**src/hw/rtl/assert_macros.svh**
```systemverilog
// assertion macros shared by the rtl files that check themselves
// expects clk and arst_n to be visible where a macro is used
`ifndef ASSERT_MACROS_SVH
`define ASSERT_MACROS_SVH

// same-cycle implication, off while in reset
`define ITOA_ASSERT_NOW(lbl, ante, cons) \
	lbl: assert property (@(posedge clk) disable iff (!arst_n) (ante) |-> (cons)) \
		else $error("itoa assertion failed");

// next-cycle implication, off while in reset
`define ITOA_ASSERT_NEXT(lbl, ante, cons) \
	lbl: assert property (@(posedge clk) disable iff (!arst_n) (ante) |=> (cons)) \
		else $error("itoa assertion failed");

`endif

```
**src/hw/rtl/itoa_pkg.sv**
```systemverilog
// types and constants of the integer to ascii converter
// no dependencies
package itoa_pkg;

	// radix codes as they arrive on the mode field
	localparam logic [4:0] MODE_BIN = 5'd2;
	localparam logic [4:0] MODE_OCT = 5'd8;
	localparam logic [4:0] MODE_DEC = 5'd10;
	localparam logic [4:0] MODE_HEX = 5'd16;

	// ascii codes
	localparam logic [7:0] CH_ZERO   = 8'h30;
	localparam logic [7:0] CH_LETTER = 8'h41;
	localparam logic [7:0] CH_MINUS  = 8'h2d;
	localparam logic [7:0] CH_NONE   = 8'h00;

	typedef enum logic [1:0] {
		RADIX_2,
		RADIX_8,
		RADIX_10,
		RADIX_16
	} itoa_radix_t;

	typedef enum logic [2:0] {
		ST_IDLE,
		ST_ERR,
		ST_CONV,
		ST_SKIP,
		ST_SIGN,
		ST_EMIT
	} itoa_state_t;

	// controller to datapath
	typedef struct packed {
		logic load;
		logic dabble;
		logic shift;
		logic emit_sign;
		logic emit_digit;
		logic emit_err;
	} itoa_cmd_t;

	// datapath to controller
	typedef struct packed {
		logic in_bad;
		logic in_dec;
		logic neg;
		logic top_zero;
		logic cnt_one;
		logic out_free;
	} itoa_sts_t;

endpackage

```
**src/hw/rtl/itoa_in_if.sv**
```systemverilog
// input channel of the converter: word, sign flag and radix
// no dependencies
interface itoa_in_if;
	logic        valid;
	logic        ready;
	logic [31:0] value;
	logic        is_signed;
	logic [4:0]  mode;

	modport source (output valid, output value, output is_signed, output mode, input ready);
	modport sink (input valid, input value, input is_signed, input mode, output ready);
endinterface

```
**src/hw/rtl/itoa_out_if.sv**
```systemverilog
// output channel of the converter: one ascii character per beat
// no dependencies
interface itoa_out_if;
	logic       valid;
	logic       ready;
	logic [7:0] character;
	logic       last;
	logic       error;

	modport source (output valid, output character, output last, output error, input ready);
	modport sink (input valid, input character, input last, input error, output ready);
endinterface

```
**src/hw/rtl/itoa_ctrl.sv**
```systemverilog
// controller state machine of the converter
// depends on itoa_pkg
module itoa_ctrl import itoa_pkg::*; (
	input  logic      clk,
	input  logic      arst_n,
	input  logic      req_valid,
	output logic      req_ready,
	input  itoa_sts_t sts,
	output itoa_cmd_t cmd
);

	itoa_state_t state_q, state_d;

	always_ff @(posedge clk or negedge arst_n) begin
		if (!arst_n) begin
			state_q <= ST_IDLE;
		end else begin
			state_q <= state_d;
		end
	end

	always_comb begin
		state_d   = state_q;
		cmd       = '0;
		req_ready = 1'b0;
		unique case (state_q)
			ST_IDLE: begin
				req_ready = 1'b1;
				if (req_valid) begin
					cmd.load = 1'b1;
					if (sts.in_bad) begin
						state_d = ST_ERR;
					end else if (sts.in_dec) begin
						state_d = ST_CONV;
					end else begin
						state_d = ST_SKIP;
					end
				end
			end
			ST_ERR: begin
				if (sts.out_free) begin
					cmd.emit_err = 1'b1;
					state_d      = ST_IDLE;
				end
			end
			ST_CONV: begin
				cmd.dabble = 1'b1;
				if (sts.cnt_one) begin
					state_d = ST_SKIP;
				end
			end
			ST_SKIP: begin
				// drop leading zeros, keep at least one digit
				if (sts.top_zero && !sts.cnt_one) begin
					cmd.shift = 1'b1;
				end else if (sts.neg) begin
					state_d = ST_SIGN;
				end else begin
					state_d = ST_EMIT;
				end
			end
			ST_SIGN: begin
				if (sts.out_free) begin
					cmd.emit_sign = 1'b1;
					state_d       = ST_EMIT;
				end
			end
			ST_EMIT: begin
				if (sts.out_free) begin
					cmd.emit_digit = 1'b1;
					cmd.shift      = 1'b1;
					if (sts.cnt_one) begin
						state_d = ST_IDLE;
					end
				end
			end
			default: begin
				state_d = ST_IDLE;
			end
		endcase
	end

endmodule

```
**src/hw/rtl/itoa_dp.sv**
```systemverilog
// datapath of the converter: magnitude, bcd shift-add-3, digit shifter, output register
// depends on itoa_pkg
module itoa_dp import itoa_pkg::*; #(
	parameter int WORD_WIDTH = 32
) (
	input  logic                  clk,
	input  logic                  arst_n,
	input  logic [WORD_WIDTH-1:0] value_w,
	input  logic                  is_signed,
	input  logic [4:0]            mode,
	input  itoa_cmd_t             cmd,
	output itoa_sts_t             sts,
	output logic                  out_valid,
	input  logic                  out_ready,
	output logic [7:0]            out_char,
	output logic                  out_last,
	output logic                  out_error
);

	localparam int ND8  = (WORD_WIDTH + 2) / 3;
	localparam int ND16 = (WORD_WIDTH + 3) / 4;
	localparam int NDEC = ((WORD_WIDTH * 1233) >> 12) + 1;
	localparam int RW_A = (ND8 * 3 > WORD_WIDTH) ? ND8 * 3 : WORD_WIDTH;
	localparam int RW_B = (ND16 * 4 > RW_A) ? ND16 * 4 : RW_A;
	localparam int RW   = (NDEC * 4 > RW_B) ? NDEC * 4 : RW_B;
	localparam int CW   = $clog2(WORD_WIDTH + 1);

	logic [RW-1:0]         r_q;
	logic [WORD_WIDTH-1:0] b_q;
	logic [CW-1:0]         cnt_q;
	itoa_radix_t           radix_q;
	logic                  neg_q;
	logic                  valid_q;
	logic [7:0]            char_q;
	logic                  last_q;
	logic                  err_q;

	itoa_radix_t           radix_in;
	logic                  bad_in;
	logic                  neg_in;
	logic [WORD_WIDTH-1:0] mag;
	logic [RW-1:0]         r_adj;
	logic [RW-1:0]         r_shift;
	logic [3:0]            top;
	logic [7:0]            digit_ch;
	logic [CW-1:0]         nd_in;
	logic                  out_free;

	// radix decode
	always_comb begin
		radix_in = RADIX_2;
		bad_in   = 1'b0;
		unique case (mode)
			MODE_BIN: radix_in = RADIX_2;
			MODE_OCT: radix_in = RADIX_8;
			MODE_DEC: radix_in = RADIX_10;
			MODE_HEX: radix_in = RADIX_16;
			default:  bad_in   = 1'b1;
		endcase
	end

	assign neg_in = is_signed & value_w[WORD_WIDTH-1];
	// two's complement negate; the most negative word comes out as 2^(w-1)
	assign mag = neg_in ? (~value_w + {{(WORD_WIDTH-1){1'b0}}, 1'b1}) : value_w;

	always_comb begin
		case (radix_in)
			RADIX_8:  nd_in = CW'(ND8);
			RADIX_16: nd_in = CW'(ND16);
			default:  nd_in = CW'(WORD_WIDTH);
		endcase
	end

	// add 3 to every bcd digit of 5 or more
	always_comb begin
		r_adj = r_q;
		for (int i = 0; i < NDEC; i++) begin
			if (r_q[4*i +: 4] >= 4'd5) begin
				r_adj[4*i +: 4] = r_q[4*i +: 4] + 4'd3;
			end
		end
	end

	// most significant digit and shift to the next one
	always_comb begin
		case (radix_q)
			RADIX_2: begin
				top     = {3'b000, r_q[WORD_WIDTH-1]};
				r_shift = r_q << 1;
			end
			RADIX_8: begin
				top     = {1'b0, r_q[ND8*3-1 -: 3]};
				r_shift = r_q << 3;
			end
			RADIX_16: begin
				top     = r_q[ND16*4-1 -: 4];
				r_shift = r_q << 4;
			end
			default: begin
				top     = r_q[NDEC*4-1 -: 4];
				r_shift = r_q << 4;
			end
		endcase
	end

	assign digit_ch = (top >= 4'd10) ? (CH_LETTER - 8'd10 + {4'b0000, top})
	                                 : (CH_ZERO + {4'b0000, top});

	always_ff @(posedge clk) begin
		if (cmd.load) begin
			radix_q <= radix_in;
			neg_q   <= neg_in;
			if (radix_in == RADIX_10) begin
				r_q   <= '0;
				b_q   <= mag;
				cnt_q <= CW'(WORD_WIDTH);
			end else begin
				r_q   <= RW'(mag);
				cnt_q <= nd_in;
			end
		end else if (cmd.dabble) begin
			r_q   <= {r_adj[RW-2:0], b_q[WORD_WIDTH-1]};
			b_q   <= b_q << 1;
			cnt_q <= (cnt_q == CW'(1)) ? CW'(NDEC) : cnt_q - CW'(1);
		end else if (cmd.shift) begin
			r_q   <= r_shift;
			cnt_q <= cnt_q - CW'(1);
		end
	end

	// output register
	assign out_free = !valid_q || out_ready;

	always_ff @(posedge clk or negedge arst_n) begin
		if (!arst_n) begin
			valid_q <= 1'b0;
		end else if (cmd.emit_err || cmd.emit_sign || cmd.emit_digit) begin
			valid_q <= 1'b1;
		end else if (out_ready) begin
			valid_q <= 1'b0;
		end
	end

	always_ff @(posedge clk) begin
		if (cmd.emit_err) begin
			char_q <= CH_NONE;
			last_q <= 1'b1;
			err_q  <= 1'b1;
		end else if (cmd.emit_sign) begin
			char_q <= CH_MINUS;
			last_q <= 1'b0;
			err_q  <= 1'b0;
		end else if (cmd.emit_digit) begin
			char_q <= digit_ch;
			last_q <= (cnt_q == CW'(1));
			err_q  <= 1'b0;
		end
	end

	assign sts.in_bad   = bad_in;
	assign sts.in_dec   = (radix_in == RADIX_10);
	assign sts.neg      = neg_q;
	assign sts.top_zero = (top == 4'd0);
	assign sts.cnt_one  = (cnt_q == CW'(1));
	assign sts.out_free = out_free;

	assign out_valid = valid_q;
	assign out_char  = char_q;
	assign out_last  = last_q;
	assign out_error = err_q;

endmodule

```
**src/hw/rtl/integer_to_ascii_radix.sv**
```systemverilog
// top level of the integer to ascii converter (radix 2, 8, 10, 16)
// depends on itoa_pkg, itoa_in_if, itoa_out_if, itoa_ctrl, itoa_dp, assert_macros.svh
//
//  channel | dir | payload                         | beats per item
//  req     | in  | value[31:0], is_signed, mode[4:0] | 1
//  rsp     | out | character[7:0], last, error     | 1 to WORD_WIDTH+1
//
// sequence: radix 2/8/16 load, drop each leading zero in turn, leave the zero
//   skip, then emit each character (sign and digits) once the output is free;
//   radix 10 adds the bcd shift-add-3 after the load, one bit a cycle
// an unsupported radix raises a single error beat from the error state once the output is free
// reset clears the state machine and the output valid, nothing else
// a stalled rsp holds the pending beat; the state machine waits on it, and a new
//   req beat is taken while the final beat of the previous item is still waiting
`include "assert_macros.svh"

module integer_to_ascii_radix import itoa_pkg::*; #(
	parameter int WORD_WIDTH = 32
) (
	input logic         clk,
	input logic         arst_n,
	itoa_in_if.sink     req,
	itoa_out_if.source  rsp
);

	logic [WORD_WIDTH-1:0] value_w;
	itoa_cmd_t             cmd;
	itoa_sts_t             sts;
	logic                  req_ready;
	logic                  out_valid;
	logic [7:0]            out_char;
	logic                  out_last;
	logic                  out_error;

	// up to 32 only the low WORD_WIDTH bits of the word take part; a wider word is zero extended
	generate
		if (WORD_WIDTH <= 32) begin : g_narrow
			assign value_w = req.value[WORD_WIDTH-1:0];
		end else begin : g_wide
			assign value_w = {{(WORD_WIDTH-32){1'b0}}, req.value};
		end
	endgenerate

	itoa_ctrl u_ctrl (
		.clk       (clk),
		.arst_n    (arst_n),
		.req_valid (req.valid),
		.req_ready (req_ready),
		.sts       (sts),
		.cmd       (cmd)
	);

	itoa_dp #(
		.WORD_WIDTH (WORD_WIDTH)
	) u_dp (
		.clk       (clk),
		.arst_n    (arst_n),
		.value_w   (value_w),
		.is_signed (req.is_signed),
		.mode      (req.mode),
		.cmd       (cmd),
		.sts       (sts),
		.out_valid (out_valid),
		.out_ready (rsp.ready),
		.out_char  (out_char),
		.out_last  (out_last),
		.out_error (out_error)
	);

	assign req.ready     = req_ready;
	assign rsp.valid     = out_valid;
	assign rsp.character = out_char;
	assign rsp.last      = out_last;
	assign rsp.error     = out_error;

	// an accepted beat always starts a conversion, so the next cycle is busy
	`ITOA_ASSERT_NEXT(a_busy_after_accept, req.valid && req.ready, !req.ready)
	// an error beat is a lone zero character that ends the item
	`ITOA_ASSERT_NOW(a_error_beat, rsp.valid && rsp.error, rsp.last && (rsp.character == CH_NONE))
	// while a non-final character waits, the conversion is still running
	`ITOA_ASSERT_NOW(a_no_accept_mid_item, rsp.valid && !rsp.last, !req.ready)

endmodule

```
**src/flat_wrapper.sv**
```systemverilog
// flat-port wrapper written by rule: the top's interface ports become plain ports
module integer_to_ascii_radix_flat import itoa_pkg::*;
#(
	parameter int WORD_WIDTH = 32
)
  (clk, arst_n, req_valid, req_value, req_is_signed, req_mode, req_ready, rsp_valid, rsp_character, rsp_last, rsp_error, rsp_ready);
  itoa_in_if req_i ();
  itoa_out_if rsp_i ();
  input logic clk;
  input logic arst_n;
  input wire logic [$bits(req_i.valid)-1:0] req_valid;
  input wire logic [$bits(req_i.value)-1:0] req_value;
  input wire logic [$bits(req_i.is_signed)-1:0] req_is_signed;
  input wire logic [$bits(req_i.mode)-1:0] req_mode;
  output wire logic [$bits(req_i.ready)-1:0] req_ready;
  output wire logic [$bits(rsp_i.valid)-1:0] rsp_valid;
  output wire logic [$bits(rsp_i.character)-1:0] rsp_character;
  output wire logic [$bits(rsp_i.last)-1:0] rsp_last;
  output wire logic [$bits(rsp_i.error)-1:0] rsp_error;
  input wire logic [$bits(rsp_i.ready)-1:0] rsp_ready;
  assign req_i.valid = req_valid;
  assign req_i.value = req_value;
  assign req_i.is_signed = req_is_signed;
  assign req_i.mode = req_mode;
  assign req_ready = req_i.ready;
  assign rsp_valid = rsp_i.valid;
  assign rsp_character = rsp_i.character;
  assign rsp_last = rsp_i.last;
  assign rsp_error = rsp_i.error;
  assign rsp_i.ready = rsp_ready;
  integer_to_ascii_radix #(.WORD_WIDTH(WORD_WIDTH)) u_core (.clk(clk), .arst_n(arst_n), .req(req_i), .rsp(rsp_i));
endmodule
```
**config.mk**
```make
export PLATFORM = sky130hd
export DESIGN_NAME = integer_to_ascii_radix_flat
export DESIGN_NICKNAME = d
export VERILOG_FILES = /design/src/hw/rtl/itoa_pkg.sv /design/src/hw/rtl/itoa_in_if.sv /design/src/hw/rtl/itoa_out_if.sv /design/src/hw/rtl/itoa_ctrl.sv /design/src/hw/rtl/itoa_dp.sv /design/src/hw/rtl/integer_to_ascii_radix.sv /design/src/flat_wrapper.sv
export VERILOG_INCLUDE_DIRS = /design/src /design/src/hw/rtl
export SDC_FILE = /design/constraint.sdc
export NUM_CORES = 1
export LEC_CHECK = 0
export BUFFER_PORTS_ARGS = -buffer_cell sky130_fd_sc_hd__buf_2
export CORE_AREA = 3 3 114 116
export CTS_BUF_LIST = sky130_fd_sc_hd__clkbuf_2 sky130_fd_sc_hd__clkbuf_4 sky130_fd_sc_hd__clkbuf_8
export DETAILED_ROUTE_END_ITERATION = 10
export DIE_AREA = 0 0 117 119
export PLACE_DENSITY = 0.79
export SLEW_MARGIN = 30
export SYNTH_ARGS = -nofsm -noshare
export SYNTH_HDL_FRONTEND = slang
export SYNTH_SLANG_ARGS = --single-unit
```
**constraint.sdc**
```tcl
create_clock -name clk -period 5.5 [get_ports clk]
set_clock_uncertainty 0.05 [all_clocks]
set_input_delay 1.1 -clock clk [delete_from_list [all_inputs] [get_ports clk]]
set_output_delay 1.1 -clock clk [all_outputs]
set_load 0.01 [all_outputs]
```
==> results.toml <==
[status]
outcome = "finished clean"

[grt]
track_usage = 0.2329
grt_start_max_net_pins = 77
overflow = 0
grt_pass1_wl_um = 26200
antenna_found_initial = 0
grt_pass1_vias = 5436

[synth]
synthFlopType = "edfxtp_1"
synth_seq_cells = 94
synth_top_area_frac = 0.3529
yosys-top-cells-area = "edfxtp_1 35%, o21ai_0 6.8%, mux2i_1 6.4%"
synthTopCellsByCount = "99 x nand2_1, 94 x o21ai_0, 81 x edfxtp_1, 60 x a21oi_1, 44 x mux2i_1"
synth_edf_count = 81
yosysSeqAreaShare = 0.3936
syn-cell-area_um2 = 6892
synth_async_sr_flop_share = 0.04255
syn_inst = 766
synth_nets = 834
yosysMostFrequentCell = "nand2_1"
synth_top_cell_by_area = "edfxtp_1"
synthDistinctLibCells = 69
synth_warnings = 0
syn_avg_cell_area_um2 = 8.997

[clocking]
cts_tree = "yes"
clkTransAtPathRegs_ns = 0.10
insertion_delay_ns = 0.39
cts_max_path_buffers = 2
clock_sinks = 94
clock-root-buffer = "clkbuf_8"
h-tree-depth = 3
numCtsBuffers = 9
cts_resized = 0
hold_buffers = 0
cts_setup_buffers = 0

[min_path]
hold_start = "u_core.u_dp.out_error$_SDFFE_PP1P_"
hold_path_class = "reg -> reg"

[final_layout]
synthToLayoutAreaGrowth_pct = 7.407
insertedDiodeCount = 0
final_nets = 860
layout-drive-gt1-share = 0.1205
postLayoutCoreUtil = 0.6163

[place]
routabilityCongestion = 0.8567
dp.final_hpwl_um = 11380
dpl_worst_slack_ns = 1.663
port_buffers = 52

[die]
die_y_um = 119
core_area_um2 = 12010
io_pins = 54
start_util = 0.5738
die-area_um2 = 13920
rows = 40
fp.dieW_um = 117

[route]
drc = 0
ant_nets = 0
wire_per_inst_um = 17.02
via_per_inst = 6.321
dr.pass1.iters = 5
drt_iter0_drc = 592
wirelength_um = 16070
vias = 5967

[critical_path]
arrival_ns = 3.54
cp-start-kind = "primary input"
worstSetupPathType = "in -> reg"
worstSetupStartpoint = "req_valid"
slowest_stage = "or4b_4"
crit_fanout = 76
cp_slowest_stage_delay_ns = 0.66
critPathBufInv = 3
crit_path_end_kind = "register"
crit_chain = "buf_2 > or4b_4 > clkinv_2 > o31ai_4 > buf_4 > or4_1 > o221ai_1 > or3_1"
crit_required_ns = 5.58
cp_top_family = "simple AND/OR/NAND/NOR gates"
r2r_start = "u_core.u_dp.radix_q[0]$_DFFE_PP_"

[pwr]
p_seq_frac = 0.442
peakVddDrop_mv = 0.2229
power_mw = 2.938
netSwitchingFraction = 0.4075
p_int_mw = 1.741
pwr-share-clk = 0.146
combPwrFrac = 0.412
power.density_nw_per_um2 = 396.9
switchingPower_mw = 1.197
p_leak_nw = 2.874

[sta]
hold-worst-slack_ns = 0.4014
worstMarginPinSlew_ns = 0.8863
rsz0062_at_grt = "false"
finalHoldViolCount = 0
fmax_mhz = 289.7
setup_viol = 0
min_period_ns = 3.452
fin_ws_ns = 2.048
finalSetupTns_ns = 0
finalMaxSlewViolations = 0
min_period_over_period = 0.6276
slew_headroom = 0.4077

[run]
max-cap-violations = 0
==> cell type report <==
class / count / area [um^2]
clock buffers: 9 / 123.9
clock inverters: 7 / 47.55
fillers: 985 / 4609
inverters: 34 / 128.9
multi-input cells: 593 / 3885
flip-flops and latches: 94 / 2713
well taps: 147 / 183.9
repair buffers: 60 / 320.3
==> worst paths after layout <==
path / cells past startpoint / to / slack, ns
max: 8 / u_core.u_dp.r_q[28]$_DFFE_PP_ / 2.05
min reg2reg: 2 / u_core.u_dp.out_error$_SDFFE_PP1P_ / 0.40
min in group asynchronous: 1 / u_core.u_dp.out_valid$_DFFE_PN0P_ / 0.45
max reg2reg: 9 / u_core.u_dp.r_q[28]$_DFFE_PP_ / 2.10
max in group asynchronous: 1 / u_core.u_ctrl.state_q[1]$_DFFE_PN0P_ / 4.82
min: 2 / u_core.u_dp.out_error$_SDFFE_PP1P_ / 0.40
==> metrics by stage <==
step | instance area [um^2] | cells
detailed placement | 7231 | 928
global placement | 7224 | 928
finish | 7402 | 944
CTS | 7402 | 944
global route | 7402 | 944
floorplan | 6892 | 766
==> metal layers <==
metal	vias up	global-route usage	wire length [um]
li1	2860	-	-
met1	2867	0.3332	7107
met2	220	0.3560	7620
met3	20	0.03913	1061
met4	0	0.08244	279
met5	-	0	0
==> sequential cells by signal, indices dropped and copies added (netlist names) <==
register / flops
u_core.u_dp.out_char: 7
u_core.u_dp.out_last: 1
u_core.u_dp.r_q: 40
u_core.u_dp.out_error: 1
u_core.u_dp.cnt_q: 6
u_core.u_dp.neg_q: 1
u_core.u_dp.radix_q: 2
u_core.u_ctrl.state_q: 3
u_core.u_dp.out_valid: 1
u_core.u_dp.b_q: 32
==> power groups by stage <==
stage	combinational (mW)	clock, mW	sequential [mW]
3_5_place_dp	1.20	0	1.31
3_3_place_gp	1.14	0	1.29
2_1_floorplan	0.932	0	1.24
4_1_cts	1.21	0.434	1.29
6_report	1.21	0.429	1.30
5_1_grt	1.37	0.462	1.33
==> kinds of logic after synthesis <==
kind of cell / after synthesis / synth area share
buffers and inverters: 79 / 0.04648
other: 1 / 0.0005441
XOR/XNOR: 52 / 0.06608
flip-flops: 94 / 0.3936
AO/OA/AOI/OAI: 236 / 0.2070
adder cells (fa/ha/maj): 26 / 0.04720
AND/OR/NAND/NOR: 228 / 0.1638
multiplexers: 50 / 0.07534
==> worst register-to-register path, cell delays in order (launching register included) <==
cell	delay, ns
edfxtp_1	0.70
mux2i_1	0.26
a21oi_1	0.19
inv_1	0.15
ha_1	0.16
inv_1	0.04
or4b_1	0.60
o21a_1	0.24
o21ai_4	0.11
buf_4	0.50
==> placed cells by master, fill, tap and decap left out, types with 5 or more instances in the layout <==
master	synthesis	routed
a21oi_1	60	60
a31oi_1	10	10
buf_2	9	52
buf_4	1	8
clkbuf_8	0	9
dfxtp_1	9	9
edfxtp_1	81	81
ha_1	26	26
inv_1	32	32
mux2_2	5	5
mux2i_1	44	44
nand2_1	99	99
nand2b_1	12	12
nand3_1	13	13
nor2_1	42	42
nor3_1	16	16
nor3b_1	10	10
nor4_1	5	5
o21ai_0	94	93
o221ai_1	12	12
o22ai_1	13	13
o31ai_1	8	8
xnor2_1	36	36
xor2_1	16	16
(Power assumes the default switching activity.)
